**src/lld_sqrt.sv**
```systemverilog
// Pipelined integer square root, one root bit per stage.
// Depends on nothing beyond its parameters.
module lld_sqrt #(
  parameter int QW = 8,
  parameter int TW = 1
) (
  input  logic               clk_i,
  input  logic               rst_ni,
  input  logic               en_i,
  input  logic               valid_i,
  input  logic [QW-1:0]      x_i,
  input  logic [TW-1:0]      tag_i,
  output logic               valid_o,
  output logic [QW/2-1:0]    root_o,
  output logic [TW-1:0]      tag_o
);

  localparam int RTW = QW / 2;
  localparam int RMW = RTW + 2;

  logic [RTW-1:0]     v_q;
  logic [RMW-1:0]     rem_q  [RTW];
  logic [RTW-1:0]     root_q [RTW];
  logic [QW-1:0]      x_q    [RTW];
  logic [TW-1:0]      tag_q  [RTW];

  for (genvar j = 0; j < RTW; j++) begin : g_stage
    logic            v_in;
    logic [RMW-1:0]  rem_in, rem_d;
    logic [RTW-1:0]  root_in;
    logic [QW-1:0]   x_in;
    logic [TW-1:0]   tag_in;
    logic [RMW+1:0]  s, t;
    logic            ge;

    if (j == 0) begin : g_first
      always_comb begin
        v_in    = valid_i;
        rem_in  = '0;
        root_in = '0;
        x_in    = x_i;
        tag_in  = tag_i;
      end
    end else begin : g_next
      always_comb begin
        v_in    = v_q[j-1];
        rem_in  = rem_q[j-1];
        root_in = root_q[j-1];
        x_in    = x_q[j-1];
        tag_in  = tag_q[j-1];
      end
    end

    always_comb begin
      s     = {rem_in, x_in[QW-1:QW-2]};
      t     = (RMW+2)'({root_in, 2'b01});
      ge    = s >= t;
      rem_d = ge ? RMW'(s - t) : RMW'(s);
    end

    always_ff @(posedge clk_i or negedge rst_ni) begin
      if (!rst_ni) begin
        v_q[j] <= 1'b0;
      end else if (en_i) begin
        v_q[j] <= v_in;
      end
    end

    always_ff @(posedge clk_i) begin
      if (en_i) begin
        rem_q[j]  <= rem_d;
        root_q[j] <= {root_in[RTW-2:0], ge};
        x_q[j]    <= x_in << 2;
        tag_q[j]  <= tag_in;
      end
    end
  end

  assign valid_o = v_q[RTW-1];
  assign root_o  = root_q[RTW-1];
  assign tag_o   = tag_q[RTW-1];

endmodule

```
**config.mk**
```make
export PLATFORM = sky130hd
export DESIGN_NAME = lld_sqrt
export DESIGN_NICKNAME = d
export VERILOG_FILES = /design/src/lld_sqrt.sv
export SDC_FILE = /design/constraint.sdc
export NUM_CORES = 1
export LEC_CHECK = 0
export BUFFER_PORTS_ARGS = -buffer_cell sky130_fd_sc_hd__buf_2
export CAP_MARGIN = 0
export CORE_UTILIZATION = 50
export DETAILED_ROUTE_END_ITERATION = 10
export PLACE_DENSITY = 0.69
export SLEW_MARGIN = 20
export SYNTH_ARGS = -nofsm -noshare
export SYNTH_HDL_FRONTEND = slang
export SYNTH_SLANG_ARGS = --single-unit
```
**constraint.sdc**
```tcl
create_clock -name clk_i -period 6 [get_ports clk_i]
set_input_delay 0.3 -clock clk_i [delete_from_list [all_inputs] [get_ports clk_i]]
set_output_delay 0.3 -clock clk_i [all_outputs]
set_load 0.02 [all_outputs]
```
== Word level (Yosys, flattened, before mapping) ==
Memory sizes are Yosys's and may differ from the RTL's.
Index checks and enable logic that the tools add are counted.

* Eq/ne operators: 0
* Shift-type cells: 0
* Order comparisons: 4
* Reductions and logical operators: 0
* Bitwise operators: 0
* Multipliers: 0
* Divide/modulo/power cells: 0
* Add/subtract/negate cells: 4
* Muxes and demuxes: 6

{| class="wikitable"
|+ Operators with widths
! operator !! number
|-
| $ge A8 B6 Y1 || 3
|-
| $mux W6 || 4
|-
| $sub A6 B6 Y6 || 3
|-
| $sub A2 B1 Y3 const B || 1
|-
| $ge A2 B1 Y1 const B || 1
|-
| $mux W1 || 2
|}

* Input bits: 13
* ROM bits: 0
* Memory bits (writable): 68
* Memories: 4
* Register bits after elaboration: 4
* Latch bits: 0
* Output and inout port bits: 6

{| class="wikitable"
|+ Memory list
! name !! words !! width !! read ports !! clocked after memory_dff !! write ports !! line !! source
|-
| rem_q || 4 || 6 || 3 || 0 || 4 || 22 || <nowiki>logic [RMW-1:0] rem_q [RTW];</nowiki>
|-
| x_q || 4 || 6 || 3 || 0 || 4 || 24 || <nowiki>logic [QW-1:0] x_q [RTW];</nowiki>
|-
| root_q || 4 || 4 || 4 || 0 || 4 || 23 || <nowiki>logic [RTW-1:0] root_q [RTW];</nowiki>
|-
| tag_q || 4 || 1 || 4 || 0 || 4 || 25 || <nowiki>logic [TW-1:0] tag_q [RTW];</nowiki>
|}

== Depth between registers and ports, before layout ==
An unclocked memory read counts as a cell.

* Word-level depth: 3
* Mapped depth: 8
* Mapped depth without buffers: 8

== Worst setup path after synthesis ==
Ideal clock, no wire load.

* Path type: reg-to-reg
* Start: memory rem_q[1][2] (netlist bit)
* End: memory rem_q[2][2] (netlist bit), data pin
* Slack: 4097 ps
* Arrival time: 1642 ps
* Period minus slack after synthesis: 1903 ps
* Path buffers: 1
* Stages on the path, launching flop included: 6
* Setup time: 260 ps
* Cells stage by stage: edfxtp_1 -> or4_1 -> a31oi_1 -> nor2b_2 -> buf_6 -> mux2_4

{| class="wikitable"
|+ RTL lines
! what !! line
|-
| start: declaration || 22
|}

==> reports/results.tsv <==
stage	metric	value	unit
status	status	finished clean	
floorplanning	Die ar.	4000	µm²
route	vias	988	
floorplanning	core footprint	3470	µm²
timing	Hold Violations, Final	0	
setup_path	worst-path fanout max	6	
final_layout	share of cells above drive strength 1	25.3	%
route	final WL	2.55	mm
setup_path	critical path launch point type	flip-flop	
floorplanning	die width	63.3	µm
synth	Post-Synth XOR/XNOR Area	2.33	%
global_route	vias in the first global route	1007	
timing	Final Critical Period	2150	ps
placement	# port buffers	18	
synth	#FFs+latches synth	45	
power_and_ir_drop	Flop pwr share	55.9	%
setup_path	WP data arrival	2200	ps
synth	Compound-Gate Fraction of Synth Area	5.60	%
placement	DP Worst Slack	3880	ps
power_and_ir_drop	Power Total	703	µW
clocking	setup bufs post-CTS	0	
route	Iter 0 DRT Violations	41	
synth	largest family of logic cells by synthesized area	adder cells	
setup_path	kind of critical path	reg -> reg	
synth	sequential share of the synthesized area	70.9	%
power_and_ir_drop	Logic pwr share	11.4	%
setup_path	Worst Setup SP	rem_q[1][2]	
final_layout	fillers	274	
route	drt drc	0	
placement	DP Wirelength	1.75	mm
power_and_ir_drop	Leak	0.843	nW
timing	crit share post-route	35.9	%
synth	Mapped Area	1880	µm²
clocking	CTS H-tree lvls	2	
timing	Final WS setup	3850	ps
timing	Pins Over Slew Limit	0	
global_route	largest net degree at the start of global routing	46	
global_route	first-pass GRT wire length	4.16	mm
synth	Synth Instances	120	
synth	synth warn	0	
power_and_ir_drop	sw frac	21.4	%
timing	final setup fails	0	
job	maxcap violations	0	
synth	synthesized net count	144	
floorplanning	Die Ht	63.3	µm
clocking	Clock transition at path regs	80	ps
clocking	# clock sinks	45	
synth	mux share of post-synthesis cell area	4.53	%
final_layout	diode count	0	
clocking	CTS tree	built	
setup_path	Critical Path Sink Type	flip-flop	
synth	Post-Synth Adder-Cell Area	7.33	%
clocking	Hold Buf Count CTS	1	
route	via/cell ratio	5.15	
clocking	number of CTS-inserted buffers	5	
synth	Post-Syn Area per Cell	15.7	µm²
power_and_ir_drop	worst vdd ir	0.210	mV
power_and_ir_drop	Switch Pwr	151	µW
final_layout	fin area	2140	µm²
timing	max_slew headroom	37.8	%
final_layout	Area Overhead vs Synth	14.2	%
final_layout	Layout Nets	169	
timing	Setup TNS Final	0	ps
floorplanning	row cnt	21	
timing	fmax	464	MHz
floorplanning	Top Ports	19	
final_layout	final core utilization	61.8	%
min_path	Hold Crit Class	in -> reg	
global_route	initial antenna violation count	0	
placement	Cell Area, Placed	2010	µm²
route	post-route ant nets	0	
global_route	total gr overflow	0	
power_and_ir_drop	Clk pwr share	32.7	%
placement	gp weighted congestion	0.767	
min_path	Hold Startpoint	x_i[1]	
setup_path	worst endpoint required time	6040	ps
route	drt first pass iters	4	
timing	Clock Skews	7.94	ps
clocking	clk buf depth	2	
setup_path	Worst R2R Start	rem_q[1][2]	
timing	RSZ-0062 raised after global routing	false	
clocking	Clock Tree Root	clkbuf_8	
floorplanning	starting density of the core	54.1	%
timing	transition time at the pin with the least slew margin	933	ps
synth	simple-gate area share of the yosys netlist	5.93	%
power_and_ir_drop	pwr dens	328	nW/µm²
power_and_ir_drop	internal power	553	µW
synth	Distinct cells, synth	31	
clocking	Clk Latency, worst-skew pair	290	ps
clocking	post-CTS sizing	0	
global_route	gr usage total	14.2	%
route	average wire per standard cell	13.3	µm
[worst paths after layout]
| kind | to | slack [ps] | cells after the start |
|---|---|---|---|
| max reg2reg | rem_q[2][3] | 3850 | 4 |
| min in group asynchronous | g_stage[1].v_in | 330 | 2 |
| max | rem_q[2][3] | 3850 | 4 |
| min reg2reg | x_q[1][5] | 430 | 0 |
| min | x_q[0][1] | 180 | 1 |
| max in group asynchronous | g_stage[3].v_in | 5540 | 2 |
[through the flow]
step | cells | hold slack, ps
5_1_grt | 192 | 166
2_1_floorplan | 120 | 4.41
3_5_place_dp | 183 | 111
4_1_cts | 192 | 172
6_report | 192 | 179
3_3_place_gp | 183 | 103
[cells in the mapped netlist (all sizes together)]
| cell type | n | area share (%) |
|---|---|---|
| edfxtp | 41 | 66 |
| inv | 13 | 2.6 |
| ha | 11 | 7.3 |
| mux2 | 6 | 4.0 |
| nor2 | 6 | 1.2 |
| o21ai | 6 | 1.6 |
| a21oi | 5 | 1.3 |
| dfrtp | 4 | 5.3 |
| xnor2 | 4 | 1.9 |
| nor2b | 3 | 1.1 |
| nor3 | 3 | 0.80 |
| o31ai | 2 | 1.1 |
| or4 | 2 | 0.87 |
| a21boi | 1 | 0.40 |
| a21o | 1 | 0.47 |
| a31oi | 1 | 0.33 |
| and2 | 1 | 0.33 |
| buf | 1 | 0.60 |
| conb | 1 | 0.20 |
| mux2i | 1 | 0.53 |
| nand2 | 1 | 0.20 |
| nand2b | 1 | 0.33 |
| nand3b | 1 | 0.40 |
| nor4 | 1 | 0.33 |
| o21a | 1 | 0.40 |
| or2 | 1 | 0.33 |
| xor2 | 1 | 0.47 |
[power groups by stage]
stage	registers, mW	logic (mW)	clock network (mW)
2_1_floorplan	0.400	0.0512	0
4_1_cts	0.393	0.0811	0.237
3_3_place_gp	0.398	0.0746	0
6_report	0.393	0.0801	0.230
3_5_place_dp	0.400	0.0795	0
5_1_grt	0.396	0.0887	0.248
[cells in the final DEF (no fill, tap or decap), types with 2 or more instances in the layout]
cell | Yosys | final
edfxtp_1 | 41 | 41
nor2_1 | 6 | 6
mux2_4 | 2 | 2
nor3_1 | 3 | 3
mux2_2 | 4 | 4
inv_1 | 13 | 13
a21oi_1 | 5 | 5
nor2b_1 | 2 | 2
dfrtp_1 | 4 | 4
xnor2_1 | 4 | 4
o21ai_0 | 6 | 6
clkbuf_8 | 0 | 6
ha_1 | 11 | 11
buf_2 | 0 | 18
[final cells by class]
cell class	count	area (µm²)	share of cell area [%]
clock buffer	6	82.6	3.85
clock inverter	2	37.5	1.75
inverter	13	48.8	2.28
multi-input combinational	61	487	22.7
sequential	45	1330	62.1
tap	46	57.6	2.68
timing repair buffer	19	100	4.67
[kinds of logic (layout without fill, tap and decap cells)]
logic type                 Yosys count  after routing
muxes                                7              7
xor gates and xnor gates             5              5
adders and majority gates           11             11
and+or+nand+nor                     20             20
other                                1              1
DFF                                 45             45
buffers and inverters               14             40
AOI/OAI and AO/OA                   17             17
[registers in the layout (all words and copies together), names as in the netlist]
signal / flops
tag_q: 4
g_stage.v_in: 3
rem_q: 15
x_q: 12
root_q: 10
valid_o: 1
[layer usage]
| layer | GRT usage [%] | vias to the layer above | part of all wire (%) |
|---|---|---|---|
| li1 | - | 485 | - |
| met1 | 14.0 | 477 | 40 |
| met2 | 26.3 | 22 | 54 |
| met3 | 4.53 | 4 | 4.6 |
| met4 | 6.82 | 0 | 1.4 |
| met5 | 0 | - | 0 |
[worst max-delay path, stage by stage, from the launching register on]
cell and delay [ps]:
edfxtp_1 450, or4_1 520, a31oi_1 230, nor2b_2 390
mux2_4 330
Note: power is estimated with default switching activity, not from simulation.
