==> config.mk <==
export PLATFORM = sky130hd
export DESIGN_NAME = lld_div
export DESIGN_NICKNAME = d
export VERILOG_FILES = /design/src/lld_div.sv
export SDC_FILE = /design/constraint.sdc
export NUM_CORES = 1
export LEC_CHECK = 0
export ABC_AREA = 1
export BUFFER_PORTS_ARGS = -buffer_cell sky130_fd_sc_hd__buf_4
export CAP_MARGIN = 10
export CORE_UTILIZATION = 41
export DETAILED_ROUTE_END_ITERATION = 7
export SLEW_MARGIN = 0
export SYNTH_ARGS = -nofsm -noshare
export SYNTH_HDL_FRONTEND = slang
export SYNTH_SLANG_ARGS = --single-unit
==> constraint.sdc <==
create_clock -name clk_i -period 2.5 [get_ports clk_i]
set_input_delay 0.125 -clock clk_i [delete_from_list [all_inputs] [get_ports clk_i]]
set_output_delay 0.125 -clock clk_i [all_outputs]
set_load 0.02 [all_outputs]
==> src/lld_div.sv <==
// Pipelined restoring divider, one quotient bit per stage, with overflow flag.
// Depends on nothing beyond its parameters.
module lld_div #(
  parameter int NW   = 16,
  parameter int DENW = 8,
  parameter int QW   = 8,
  parameter int TW   = 1
) (
  input  logic            clk_i,
  input  logic            rst_ni,
  input  logic            en_i,
  input  logic            valid_i,
  input  logic [NW-1:0]   num_i,
  input  logic [DENW-1:0] den_i,
  input  logic [TW-1:0]   tag_i,
  output logic            valid_o,
  output logic [QW-1:0]   q_o,
  output logic            ovf_o,
  output logic [TW-1:0]   tag_o
);

  localparam int CW = (NW - QW > DENW) ? NW - QW : DENW;

  logic [QW:0]        v_q;
  logic [DENW-1:0]    r_q   [QW+1];
  logic [QW-1:0]      l_q   [QW+1];
  logic [DENW-1:0]    den_q [QW+1];
  logic               ovf_q [QW+1];
  logic [TW-1:0]      tag_q [QW+1];

  // entry: high part against divisor decides overflow
  logic ovf_d;
  assign ovf_d = CW'(num_i >> QW) >= CW'(den_i);

  always_ff @(posedge clk_i or negedge rst_ni) begin
    if (!rst_ni) begin
      v_q[0] <= 1'b0;
    end else if (en_i) begin
      v_q[0] <= valid_i;
    end
  end

  always_ff @(posedge clk_i) begin
    if (en_i) begin
      r_q[0]   <= ovf_d ? '0 : DENW'(num_i >> QW);
      l_q[0]   <= num_i[QW-1:0];
      den_q[0] <= den_i;
      ovf_q[0] <= ovf_d;
      tag_q[0] <= tag_i;
    end
  end

  for (genvar j = 1; j <= QW; j++) begin : g_stage
    logic [DENW:0]   t;
    logic            ge;
    logic [DENW-1:0] r_d;

    always_comb begin
      t   = {r_q[j-1], l_q[j-1][QW-1]};
      ge  = t >= {1'b0, den_q[j-1]};
      r_d = ge ? DENW'(t - {1'b0, den_q[j-1]}) : t[DENW-1:0];
    end

    always_ff @(posedge clk_i or negedge rst_ni) begin
      if (!rst_ni) begin
        v_q[j] <= 1'b0;
      end else if (en_i) begin
        v_q[j] <= v_q[j-1];
      end
    end

    always_ff @(posedge clk_i) begin
      if (en_i) begin
        r_q[j]   <= r_d;
        l_q[j]   <= {l_q[j-1][QW-2:0], ge};
        den_q[j] <= den_q[j-1];
        ovf_q[j] <= ovf_q[j-1];
        tag_q[j] <= tag_q[j-1];
      end
    end
  end

  assign valid_o = v_q[QW];
  assign q_o     = l_q[QW];
  assign ovf_o   = ovf_q[QW];
  assign tag_o   = tag_q[QW];

endmodule

## Word-level counts from Yosys, hierarchy flattened

Memory sizes are Yosys's and may differ from the RTL's.
Cells that the tools add are included.

- Add/sub/neg operators: 8
- Magnitude comparators: 9
- Muxes and demuxes: 11

Operators with widths:

| kind | count |
|---|---|
| $ge 9x8->1 | 8 |
| $mux 8 | 9 |
| $sub 8x8->8 | 8 |
| $ge 8x8->1 | 1 |
| $mux 1 | 2 |

- Register bits after elaboration: 9
- Bits in writable memories: 234
- Bits of input ports: 29
- Output and inout port bits: 11
- Word-level logic and storage cells: 42
- Memories kept: 5

Memories:

| memory | depth | bits a word | rd ports | clocked after Yosys merged registers in | write ports | RTL line | RTL |
|---|---|---|---|---|---|---|---|
| den_q | 9 | 8 | 8 | 0 | 9 | 27 | `logic [DENW-1:0] den_q [QW+1];` |
| l_q | 9 | 8 | 9 | 0 | 9 | 26 | `logic [QW-1:0] l_q [QW+1];` |
| r_q | 9 | 8 | 8 | 0 | 9 | 25 | `logic [DENW-1:0] r_q [QW+1];` |
| ovf_q | 9 | 1 | 9 | 0 | 9 | 28 | `logic ovf_q [QW+1];` |
| tag_q | 9 | 1 | 9 | 0 | 9 | 29 | `logic [TW-1:0] tag_q [QW+1];` |

## Logic depth before layout (Yosys ltp)

- Depth in word-level cells: 2
- Gate-level depth with buffers: 11
- Depth with buffers taken out: 11

## Worst setup path before layout

No wires, ideal clock.

- Path kind: reg2reg
- Start: memory r_q[1][2], in the netlist r_q[0][10]
- End: memory r_q[2][7], in the netlist r_q[0][23], data pin
- Library setup time: 0.252 ns
- Data arrival time: 1.479 ns
- Required time: 2.248 ns
- Path slack: 0.769 ns
- Stages on the path, launching flop included: 10
- Path buffers: 0
- Period minus slack after synthesis: 1.731 ns
- Cells stage by stage: edfxtp_1 -> ha_1 -> nand2_2 -> clkinv_1 -> a21oi_1 -> nand2_2 -> nand2_4 -> nand2_4 -> nand2_1 -> nand2_1

RTL lines:

| what | RTL line |
|---|---|
| from (decl) | 25 |

==> metrics.md <==
| Metric | Value |
|---|---|
| Commonest cells after routing, fill and taps aside | `nand2_1, edfxtp_1, inv_1` |
| RSZ-0062 raised after global routing | `false` |
| Worst-path cell chain | `ha_1 > nand2_2 > clkinv_1 > a21oi_1 > nand2_2 > nand2_4 > nand2_4 > nand2_1 > nand2_1` |
| Minimum hold slack | `~0.028 ns` |
| CTS H-tree depth | `1` |
| CTS root buf | `clkbuf_16` |
| GP Congestion | `between 0.8 and 0.9` |
| Synth Area in Compound Gates | `2.30%` |
| Multiplexer share of the synthesized area | `0.0988%` |
| Synth Register Bits | `approximately 230` |
| CTS tree | `built` |
| Adder-cell share of the synthesized area | `between 9 and 10%` |
| Most common cell after layout, fill and taps aside | `nand2_1` |
| Slowest-stage cell, CP | `ha_1` |
| Sequential area share after synthesis | `between 50% and 60%` |
| DRC | `0` |
| Average routed wire per standard cell | `between 10 and 15 µm` |
| Post-Syn Area | `around 11000 µm²` |
| Tcrit/Tclk final | `79.8%` |
| Synth Warn # | `0` |
| Fill cell count | `roughly 2500` |
| Reg area | `approximately 6800 µm²` |
| Final ANT Viol Nets | `0` |
| CP startpoint | `r_q[0][10]$_DFFE_PP_` |
| Ant. Diodes | `0` |
| NumNets Final | `between 1000 and 1500` |
| Longest Clk Path Bufs | `3` |
| Max Clock Skew | `around 0.024 ns` |
| Core box area | `27100 µm²` |
| CTS clk-pin slew, worst paths | `~0.060 ns` |
| Post-synth top flop | `edfxtp_1` |
| Post-synth ARST share | `3.96%` |
| Number of synthesized flops with an enable pin | `~220` |
| Reg2reg path depth | `9` |
| Post-Syn Nets | `approximately 1200` |
| WS Path Type | `flop to flop` |
| Fraction of layout cells with a size suffix above 1 | `under 10%` |
| Grt ovf | `0` |
| Status | `completed` |
| Peak supply drop | `about 430 µV` |
| Die ar. | `28500 µm²` |
| Synth Area in Simple Gates | `roughly 20%` |
| Area of the multi-input gates | `between 3000 and 4000 µm²` |
| Area Overhead vs Synth | `16.7%` |
| Hold Path Class | `input pin to flop` |
| Sum Neg Setup Slack | `0 ns` |
| Later-pin clock latency in the skew report | `between 0.5 and 0.6 ns` |
| First-pass iteration count of the detailed router | `5` |
| Tot GR Track Use | `around 15%` |
| F_max | `501 MHz` |
| Delay-heaviest family, CP | `simple AND/OR/NAND/NOR gates` |
| Flop-to-flop setup slack | `between 0.5 and 0.6 ns` |
| Buffers and inverters on the worst path | `1` |
| Initial DRC Count | `437` |
| Tightest Pin Transition | `0.472 ns` |
| Clock sinks | `around 230` |
| IO Pins | `40` |
| Worst Setup EP | `r_q[0][22]$_DFFE_PP_` |
| Final WL | `between 20000 and 25000 µm` |
| Die height | `169 µm` |
| Core Rows | `60` |
| Unique masters post-synth | `30` |
| CTS Buf Count | `27` |
| Avg Cell Area, Syn | `between 10 and 15 µm²` |
| Total power divided by cell area | `between 900 and 1000 nW/µm²` |
| Port bufs | `39` |
| # resized after CTS | `0` |
| Critical path depth | `9` |
| Final core utilization | `~50%` |
| Crit-path max FO | `9` |
| Initial antenna violation count | `0` |
| Post-synthesis xor/xnor area fraction | `approximately 1.6%` |
| Pleak | `6.11 nW` |
| Final Max Tran Viols | `0` |
| Max_cap viols | `0` |
| First-pass GRT wire length | `roughly 35000 µm` |
| R2R Path End | `r_q[0][22]$_DFFE_PP_` |
| Tmin final | `1.99 ns` |
| Max incr delay on CP | `about 0.41 ns` |
| CP required | `roughly 2.8 ns` |
| Critical Path Sink Type | `flop` |
| Final Hold Vio Count | `0` |
| Largest net degree at the start of global routing | `63` |
| Die W | `roughly 170 µm` |
| Vias in the first global route | `approximately 7500` |
| CP arrival | `2.28 ns` |
| Rel. slew slack | `between 60 and 70%` |
| Post-Synthesis Cells | `between 1000 and 1500` |
| Vias | `about 7400` |
| CP startpoint kind | `flop` |
| Post-detail-place hpwl | `14600 µm` |
| Worst R2R Start | `r_q[0][10]$_DFFE_PP_` |
| Initial core utilization | `a little over two fifths` |
| Setup violators final | `0` |
| Main combinational cell family by area after synthesis | `simple AND/OR/NAND/NOR gates` |
| Vias/cell | `about 4.6` |
==> worst register-to-register path: stages (launching register included) <==
cell and delay [ns]:
edfxtp_1 0.40, ha_1 0.41, nand2_2 0.12, clkinv_1 0.08, a21oi_1 0.21, nand2_2 0.10, nand2_4 0.14, nand2_4 0.11
nand2_1 0.11, nand2_1 0.06
==> worst min path at each step <==
stage                                      to  cells past startpoint    from  slack (ns)
after floorplan            v_q[0]$_DFFE_PN0P_                      0  rst_ni       -0.17
after detailed placement   v_q[0]$_DFFE_PN0P_                      1  rst_ni       -0.05
final                     l_q[0][0]$_DFFE_PP_                      1    en_i        0.03
after global routing      l_q[0][0]$_DFFE_PP_                      1    en_i        0.03
after global placement     v_q[0]$_DFFE_PN0P_                      1  rst_ni       -0.05
after CTS                 l_q[0][0]$_DFFE_PP_                      1    en_i        0.02
==> per-layer routing <==
| metal | wire length (µm) | track usage (%) | up-vias |
|---|---|---|---|
| met2 | 9830 | 26.8 | 146 |
| met1 | 9020 | 18.8 | 3353 |
| met5 | 0 | 0 | - |
| li1 | - | - | 3830 |
| met3 | 854 | 2.41 | 35 |
| met4 | 460 | 4.39 | 0 |
==> cells by family (layout without fill, tap and decap cells) <==
group	Yosys count	count (layout)
muxes	1	1
DFF	227	227
and+or+nand+nor	527	527
buffers and inverters	203	314
xor gates and xnor gates	21	21
adders and majority gates	79	79
AOI/OAI and AO/OA	47	47
==> state kept, by name, summed over array words and instances (netlist names) <==
signal,flops
valid_o,1
tag_q,9
l_q,72
den_q,64
ovf_q,9
v_q,8
r_q,64
==> cell usage after synthesis (3+ instances only) <==
| library cell | n | area [µm²] |
|---|---|---|
| nand2_1 | 317 | 1190 |
| edfxtp_1 | 218 | 6550 |
| inv_1 | 190 | 713 |
| nand3_1 | 102 | 510 |
| ha_1 | 72 | 901 |
| nor2_1 | 52 | 195 |
| a21oi_1 | 36 | 180 |
| nand4_1 | 17 | 106 |
| xor2_1 | 14 | 123 |
| nand2_4 | 12 | 135 |
| nor3_1 | 10 | 50.1 |
| dfrtp_1 | 9 | 225 |
| fa_1 | 7 | 140 |
| xnor2_1 | 7 | 61.3 |
| o21ai_0 | 6 | 30.0 |
| nand2_2 | 5 | 31.3 |
| a21oi_2 | 4 | 35.0 |
| buf_2 | 4 | 20.0 |
| nor2_4 | 4 | 45.0 |
| clkinv_1 | 3 | 11.3 |
| nand3b_1 | 3 | 22.5 |
==> timing repair <==
| action | CTS | global route |
|---|---|---|
| endpoints found under the hold margin | 35 | 0 |
| hold buffers | 28 | 0 |
| endpoints found under the setup margin | 0 | 0 |
| buffers inserted | 0 | 0 |
==> where the power goes <==
| part | leakage [nW] | switching (mW) | internal, mW |
|---|---|---|---|
| sequential | 2.24 | 0.323 | 5.04 |
| combinational | 3.46 | 2.40 | 1.46 |
| clock | 0.407 | 1.47 | 2.28 |
| total | 6.11 | 4.19 | 8.78 |
==> through the flow <==
step           power (mW)  cells  instance area, µm²  setup slack (ns)
4_1_cts              13.1   1588               13300             0.531
6_report             13.0   1588               13300             0.505
3_5_place_dp         9.27   1512               12200             0.550
5_1_grt              14.0   1588               13300             0.376
3_3_place_gp         9.20   1512               12200             0.558
2_1_floorplan        8.35   1105               11400             0.769
==> area by class of cell <==
cell class | count | area share (%)
multi-input cells | 675 | 28.8
repair buffers | 73 | 4.89
flip-flops and latches | 227 | 50.9
clock buffers | 33 | 5.25
well taps | 372 | 3.50
clock inverters | 15 | 1.17
inverters | 193 | 5.45
(Power assumes the default switching activity.)
