### src/lld_pkg.sv
// Shared widths and beat types for the line-to-line distance core.
// Used by lld_mul and line_line_distance_core; depends on nothing.
package lld_pkg;

  localparam int COORD_W   = 32;
  localparam int DIFF_W    = COORD_W + 1;
  localparam int PROD_W    = 2 * DIFF_W;
  localparam int F_W       = PROD_W + 1;
  localparam int G_W       = DIFF_W + F_W + 3;
  localparam int FF_W      = 2 * F_W + 2;
  localparam int DIST_W    = 33;
  localparam int QUO_W     = 2 * DIST_W;
  localparam int MUL_DIGIT = 8;

  typedef struct packed {
    logic signed [COORD_W-1:0] line1_start_x;
    logic signed [COORD_W-1:0] line1_start_y;
    logic signed [COORD_W-1:0] line1_start_z;
    logic signed [COORD_W-1:0] line1_end_x;
    logic signed [COORD_W-1:0] line1_end_y;
    logic signed [COORD_W-1:0] line1_end_z;
    logic signed [COORD_W-1:0] line2_start_x;
    logic signed [COORD_W-1:0] line2_start_y;
    logic signed [COORD_W-1:0] line2_start_z;
    logic signed [COORD_W-1:0] line2_end_x;
    logic signed [COORD_W-1:0] line2_end_y;
    logic signed [COORD_W-1:0] line2_end_z;
  } in_t;

  typedef struct packed {
    logic [DIST_W-1:0] distance;
    logic              parallel_flag;
  } out_t;

endpackage

### src/lld_mul.sv
// Pipelined unsigned multiplier, several lanes, one digit of b per stage.
// Depends on lld_pkg for the digit width.
module lld_mul #(
  parameter int LANES = 1,
  parameter int WA    = 8,
  parameter int WB    = 8,
  parameter int TW    = 1
) (
  input  logic                           clk_i,
  input  logic                           rst_ni,
  input  logic                           en_i,
  input  logic                           valid_i,
  input  logic [LANES-1:0][WA-1:0]       a_i,
  input  logic [LANES-1:0][WB-1:0]       b_i,
  input  logic [TW-1:0]                  tag_i,
  output logic                           valid_o,
  output logic [LANES-1:0][WA+WB-1:0]    p_o,
  output logic [TW-1:0]                  tag_o
);

  localparam int K  = lld_pkg::MUL_DIGIT;
  localparam int N  = (WB + K - 1) / K;
  localparam int PW = WA + WB;
  localparam int BW = N * K;

  logic [N-1:0]                v_q;
  logic [LANES-1:0][PW-1:0]    acc_q [N];
  logic [LANES-1:0][WA-1:0]    a_q   [N];
  logic [LANES-1:0][BW-1:0]    b_q   [N];
  logic [TW-1:0]               tag_q [N];

  for (genvar j = 0; j < N; j++) begin : g_stage
    logic                        v_in;
    logic [LANES-1:0][PW-1:0]    acc_in, acc_d;
    logic [LANES-1:0][WA-1:0]    a_in;
    logic [LANES-1:0][BW-1:0]    b_in, b_d;
    logic [TW-1:0]               tag_in;

    if (j == 0) begin : g_first
      always_comb begin
        v_in   = valid_i;
        tag_in = tag_i;
        a_in   = a_i;
        acc_in = '0;
        for (int l = 0; l < LANES; l++) begin
          b_in[l] = BW'(b_i[l]);
        end
      end
    end else begin : g_next
      always_comb begin
        v_in   = v_q[j-1];
        tag_in = tag_q[j-1];
        a_in   = a_q[j-1];
        acc_in = acc_q[j-1];
        b_in   = b_q[j-1];
      end
    end

    always_comb begin
      logic [WA+K-1:0] pp;
      pp = '0;
      for (int l = 0; l < LANES; l++) begin
        pp       = a_in[l] * b_in[l][K-1:0];
        acc_d[l] = acc_in[l] + (PW'(pp) << (j * K));
        b_d[l]   = b_in[l] >> K;
      end
    end

    always_ff @(posedge clk_i or negedge rst_ni) begin
      if (!rst_ni) begin
        v_q[j] <= 1'b0;
      end else if (en_i) begin
        v_q[j] <= v_in;
      end
    end

    always_ff @(posedge clk_i) begin
      if (en_i) begin
        acc_q[j] <= acc_d;
        a_q[j]   <= a_in;
        b_q[j]   <= b_d;
        tag_q[j] <= tag_in;
      end
    end
  end

  assign valid_o = v_q[N-1];
  assign p_o     = acc_q[N-1];
  assign tag_o   = tag_q[N-1];

endmodule

### config.mk
export PLATFORM = sky130hd
export DESIGN_NAME = lld_mul
export DESIGN_NICKNAME = d
export VERILOG_FILES = /design/src/lld_pkg.sv /design/src/lld_mul.sv
export SDC_FILE = /design/constraint.sdc
export NUM_CORES = 1
export LEC_CHECK = 0
export BUFFER_PORTS_ARGS = -buffer_cell sky130_fd_sc_hd__buf_4
export CORE_ASPECT_RATIO = 0.75
export CORE_UTILIZATION = 59
export DETAILED_ROUTE_END_ITERATION = 8
export GPL_ROUTABILITY_DRIVEN = 0
export PLACE_DENSITY = 0.87
export REMOVE_ABC_BUFFERS = 1
export SETUP_SLACK_MARGIN = 0.05
export SLEW_MARGIN = 20
export SYNTH_ARGS = -nofsm -noshare
export SYNTH_HDL_FRONTEND = slang
export SYNTH_SLANG_ARGS = --single-unit
### constraint.sdc
create_clock -name clk_i -period 0.9 [get_ports clk_i]
set_input_delay 0.09 -clock clk_i [delete_from_list [all_inputs] [get_ports clk_i]]
set_output_delay 0.09 -clock clk_i [all_outputs]
set_load 0.02 [all_outputs]
==> metrics.md, run 1 <==
| Metric | Value |
|---|---|
| Status | aborted with a tool error |
| Last stage | global routing |
| Stop err | [ERROR GRT-0232] Routing congestion too high. Check the congestion heatmap in the GUI. |
| # IOs | 39 |
| Pin count of the biggest net entering global routing | 14 |
| Avg Inst Size Synth | 10.1 µm² |
| Seq cells post-synth | 18 |
| Core Rows | 20 |
| DP HPWL | 5170 µm |
| Chip width | 79.4 µm |
| Yosys warnings | 0 |
| Total grt overflow | 26 |
| Cells after synthesis | 262 |
| Worst ep type | register data pin |
| Area of the mapped netlist | 2650 µm² |
| # clock sinks | 18 |
| Synth cell types | 31 |
| Buffers added on ports | 38 |
| Worst endpoint after global-route timing repair | acc_q[0][11]$_DFFE_PP_/D |
| Register area share after synthesis | 20.2% |
| Clock buffers created by TritonCTS | 3 |
| Htree depth | 1 |
| Root Buffer | clkbuf_8 |
| Starting Density | 63.5% |
| GRT Util Overall | 68.5% |
| Max clock buf depth | 2 |
| Die height | 60.1 µm |
-- cell families after synthesis --
family / after synthesis / share of synthesized area, %
buffers and inverters: 49 / 6.93
multiplexers: 1 / 0.424
flip-flops: 18 / 20.2
AO/OA/AOI/OAI: 23 / 6.46
adder cells (fa/ha/maj): 72 / 44.1
XOR/XNOR: 11 / 3.63
AND/OR/NAND/NOR: 88 / 18.2
-- timing repair --
action                                 in CTS
endpoints found under the hold margin       1
hold buffers                                1
setup endpoints to repair                  32
gates resized for setup                    87
pin swaps                                  57
buffers inserted                            6
-- cells in the mapped netlist --
master,count,area (µm²)
inv_1,49,184
and2_1,47,294
fa_1,36,721
ha_1,36,450
nand2_1,23,86.3
edfxtp_1,17,510
xnor2_1,7,61.3
nor2_1,6,22.5
a21oi_1,5,25.0
o21a_1,4,30.0
xor2_1,4,35.0
a211o_1,3,26.3
and3_1,3,18.8
nor2b_1,2,12.5
nor3_1,2,10.0
o211ai_1,2,15.0
o21ai_1,2,10.0
a211oi_2,1,12.5
a21o_2,1,8.76
a221oi_2,1,15.0
a31oi_1,1,6.26
and2_4,1,8.76
dfrtp_1,1,25.0
mux2_2,1,11.3
nand3_1,1,5.00
nor3b_2,1,12.5
nor4_1,1,6.26
o21ai_0,1,5.00
o22a_1,1,8.76
o311ai_0,1,8.76
or4_1,1,7.51
-- metrics by stage --
step	setup WS, ps	area (µm²)	cells	setup TNS (ps)
4_1_cts	-2740	3930	421	-30120
3_5_place_dp	-3200	3470	411	-36980
3_3_place_gp	-3080	3470	411	-35910
2_1_floorplan	-2890	2650	262	-31410
-- per-layer routing --
layer	GRT usage, %	GRT overflow
met5	12.2	0
met1	68.3	0
met3	48.5	0
met4	73.0	16
met2	88.6	10
==> run 2, diff against run 1 <==
Settings changed: CORE_ASPECT_RATIO 0.75 to not set, CORE_UTILIZATION 59 to 40, PLACE_DENSITY 0.87 to not set, PLACE_DENSITY_LB_ADDON set to 0.15, SETUP_SLACK_MARGIN 0.05 to not set.
==> metrics.md, run 2 <==
| Metric | Value |
|---|---|
| Leading register cell type out of synthesis | edfxtp_1 |
| Relative slew slack | 69.5% |
| Status | finished with violations |
| Max reg flops | 16 |
| Chip width | 83.5 µm |
| Register area share after synthesis | 20.2% |
| P&R area growth vs syn | 48.6% |
| Number of global-route vias before repair | 2,136 |
| Routed vias | 2,112 |
| Number of DRC markers in iteration 0 | 41 |
| Final cycle utilization of the critical path | 392% |
| HP Start | tag_i |
| Final setup fails | 15 |
| Clock buffers created by TritonCTS | 3 |
| CP required | 910 ps |
| Antenna cell count | 0 |
| DRC viols | 0 |
| Root Buffer | clkbuf_8 |
| ANT nets after route | 0 |
| # IOs | 39 |
| Clock latency at the later pin of the worst-skew pair | 250 ps |
| Clock Power Share | 6.6% |
| RSZ-0062 raised after global routing | true |
| Buffers added on ports | 38 |
| Die height | 83.5 µm |
| Largest cells by area after synthesis | fa_1, edfxtp_1, ha_1, and2_1, inv_1 |
| # clock sinks | 18 |
| Number of enable flip-flop cells after synthesis | 17 |
| GRT Util Overall | 17.1% |
| Sequential share of power | 16.9% |
| Crit path time final | 3530 ps |
| Die area | 6960 µm² |
| Max clock buf depth | 2 |
| Core Rows | 29 |
| P_leak | 1.91 nW |
| Most common cell in the netlist | inv_1 |
| Synth top area share | 27.2% |
| Reg2reg start | valid_o$_DFFE_PN0P_ |
| R2r worst-path depth | 1 |
| Failing checks | negative setup slack |
| Measured slew at the worst slew-check pin | 452 ps |
| Finished Layout Cells | 438 |
| Yosys warnings | 0 |
| CP Class | in -> reg |
| CP Launch Type | primary input |
| Seq cells post-synth | 18 |
| CTS tree | built |
| Reg2Reg Setup Slack | 150 ps |
| Hold Path Sink | tag_q[0]$_DFFE_PP_ |
| Total grt overflow | 0 |
| Crit. End Element | flip-flop |
| Worst EP arrival | 3540 ps |
| Cell Int Power | 0.00532 W |
| Cells after synthesis | 262 |
| CP max FO | 3 |
| Nets | 455 |
| Biggest register | acc_q |
| Avg Inst Size Synth | 10.1 µm² |
| Total power per unit cell area | 2240 nW/µm² |
| Cell taking the most area after synthesis | fa_1 |
| Synth cell types | 31 |
| Wirelength per Cell | 12.9 µm |
| Area of the mapped netlist | 2650 µm² |
| Final Hold Fails | 0 |
| 1st-pass router iterations | 4 |
| Hold depth | 1 |
| Comb pwr share | 76.5% |
| DP HPWL | 4640 µm |
| Starting Density | 41.6% |
| Htree depth | 1 |
| Max-cap violations | 0 |
| Initial antenna violation count | 0 |
| Clk_skew | 0 ps |
| Dpl cells | 429 |
| Fin Setup TNS | -29,320 ps |
| Commonest non-fill, non-tap cells in the layout | buf_4, inv_1, fa_1 |
| Worst r2r dst | valid_o$_DFFE_PN0P_ |
| Switching Share | 39.6% |
| Core area | 6390 µm² |
| Place WS | -3130 ps |
| Slew Viols, Final | 0 |
| Sw power | 0.00349 W |
| Max Clock Freq | 0.283 GHz |
| Global-route wire length before repair | 9470 µm |
| Post-synth top cells | inv_1, and2_1, fa_1, ha_1, nand2_1 |
| Ys async rst share | 5.56% |
| Max IR drop VDD | 1.59 mV |
| Crit path setup slack, layout | -2630 ps |
| Routed vias/inst | 4.82 |
| Commonest non-fill, non-tap cell in the layout | buf_4 |
| Pin count of the biggest net entering global routing | 12 |
| HP Class | in -> reg |
| Post-Route WL | 5660 µm |
| Clk slew on worst S/H paths | 70 ps |
| Share of cells above drive strength 1 | 44.3% |
run 2: worst max-delay path by stage:
stage,slack [ps],cells after the start,startpoint,endpoint
after detailed placement,-3130,16,b_i[4],acc_q[0][11]$_DFFE_PP_
after floorplan,-2890,15,b_i[4],acc_q[0][11]$_DFFE_PP_
after global routing,-2760,16,a_i[3],acc_q[0][11]$_DFFE_PP_
after global placement,-3150,15,b_i[4],acc_q[0][14]$_DFFE_PP_
after CTS,-2620,16,a_i[3],acc_q[0][9]$_DFFE_PP_
final,-2630,16,a_i[3],acc_q[0][11]$_DFFE_PP_
run 2: kinds of logic after synthesis:
family,share of synthesized area [%]
fa+ha+maj,44.1
compound gates,6.46
xor+xnor,3.63
mux,0.424
flops,20.2
simple gates,18.2
buf+inv,6.93
run 2: stage by stage:
step | cell area, µm² | hold slack, ps | util, % | power [W]
6_report | 3940 | 13.1 | 61.7 | 0.00881
5_1_grt | 3940 | 5.76 | 61.7 | 0.00957
3_5_place_dp | 3450 | -134 | 54.0 | 0.00704
2_1_floorplan | 2650 | -206 | - | 0.00485
3_3_place_gp | 3450 | -135 | 54.0 | 0.00699
4_1_cts | 3830 | 10.9 | 60.0 | 0.00848
run 2: critical path, stage by stage:
cell      delay (ps)
buf_6             90
and2_4           150
fa_1             530
inv_1             50
fa_1             490
inv_2             40
fa_1             560
inv_2             40
fa_1             490
inv_2             50
ha_4             200
and2_4           140
a221oi_4         240
nand2_2          120
a31oi_4          200
xnor2_1           70
run 2: final cells by class:
type                    count  area [µm²]
clock buffers               4        45.0
fillers                   544        2440
inverters                  49         184
multi-input cells         195        2220
flip-flops and latches     18         536
well taps                  77        96.3
repair buffers             95         857
run 2: power groups by stage:
stage | Combinational [W] | Clock, W | Sequential, W
floorplan | 0.00300 | 0 | 0.00185
global placement | 0.00549 | 0 | 0.00150
detailed placement | 0.00555 | 0 | 0.00149
CTS | 0.00641 | 0.000590 | 0.00148
global route | 0.00743 | 0.000622 | 0.00151
finish | 0.00674 | 0.000578 | 0.00149
run 2: routing by layer:
layer | track usage (%) | up-vias | share of wire, %
met4 | 4.47 | 0 | 1.1
met5 | 0 | - | 0
met3 | 2.77 | 6 | 2.9
met1 | 20.9 | 1038 | 42
met2 | 31.4 | 28 | 54
li1 | - | 1040 | -
run 2: what timing repair did:
item,4_1_cts,5_1_grt
hold endpoints to repair,1,0
gates resized for setup,72,22
setup buffers,2,2
pin swaps,57,20
gates cloned,0,0
setup endpoints to repair,15,20
hold buffers,1,0
No activity file was read; power rests on OpenSTA's default activity.
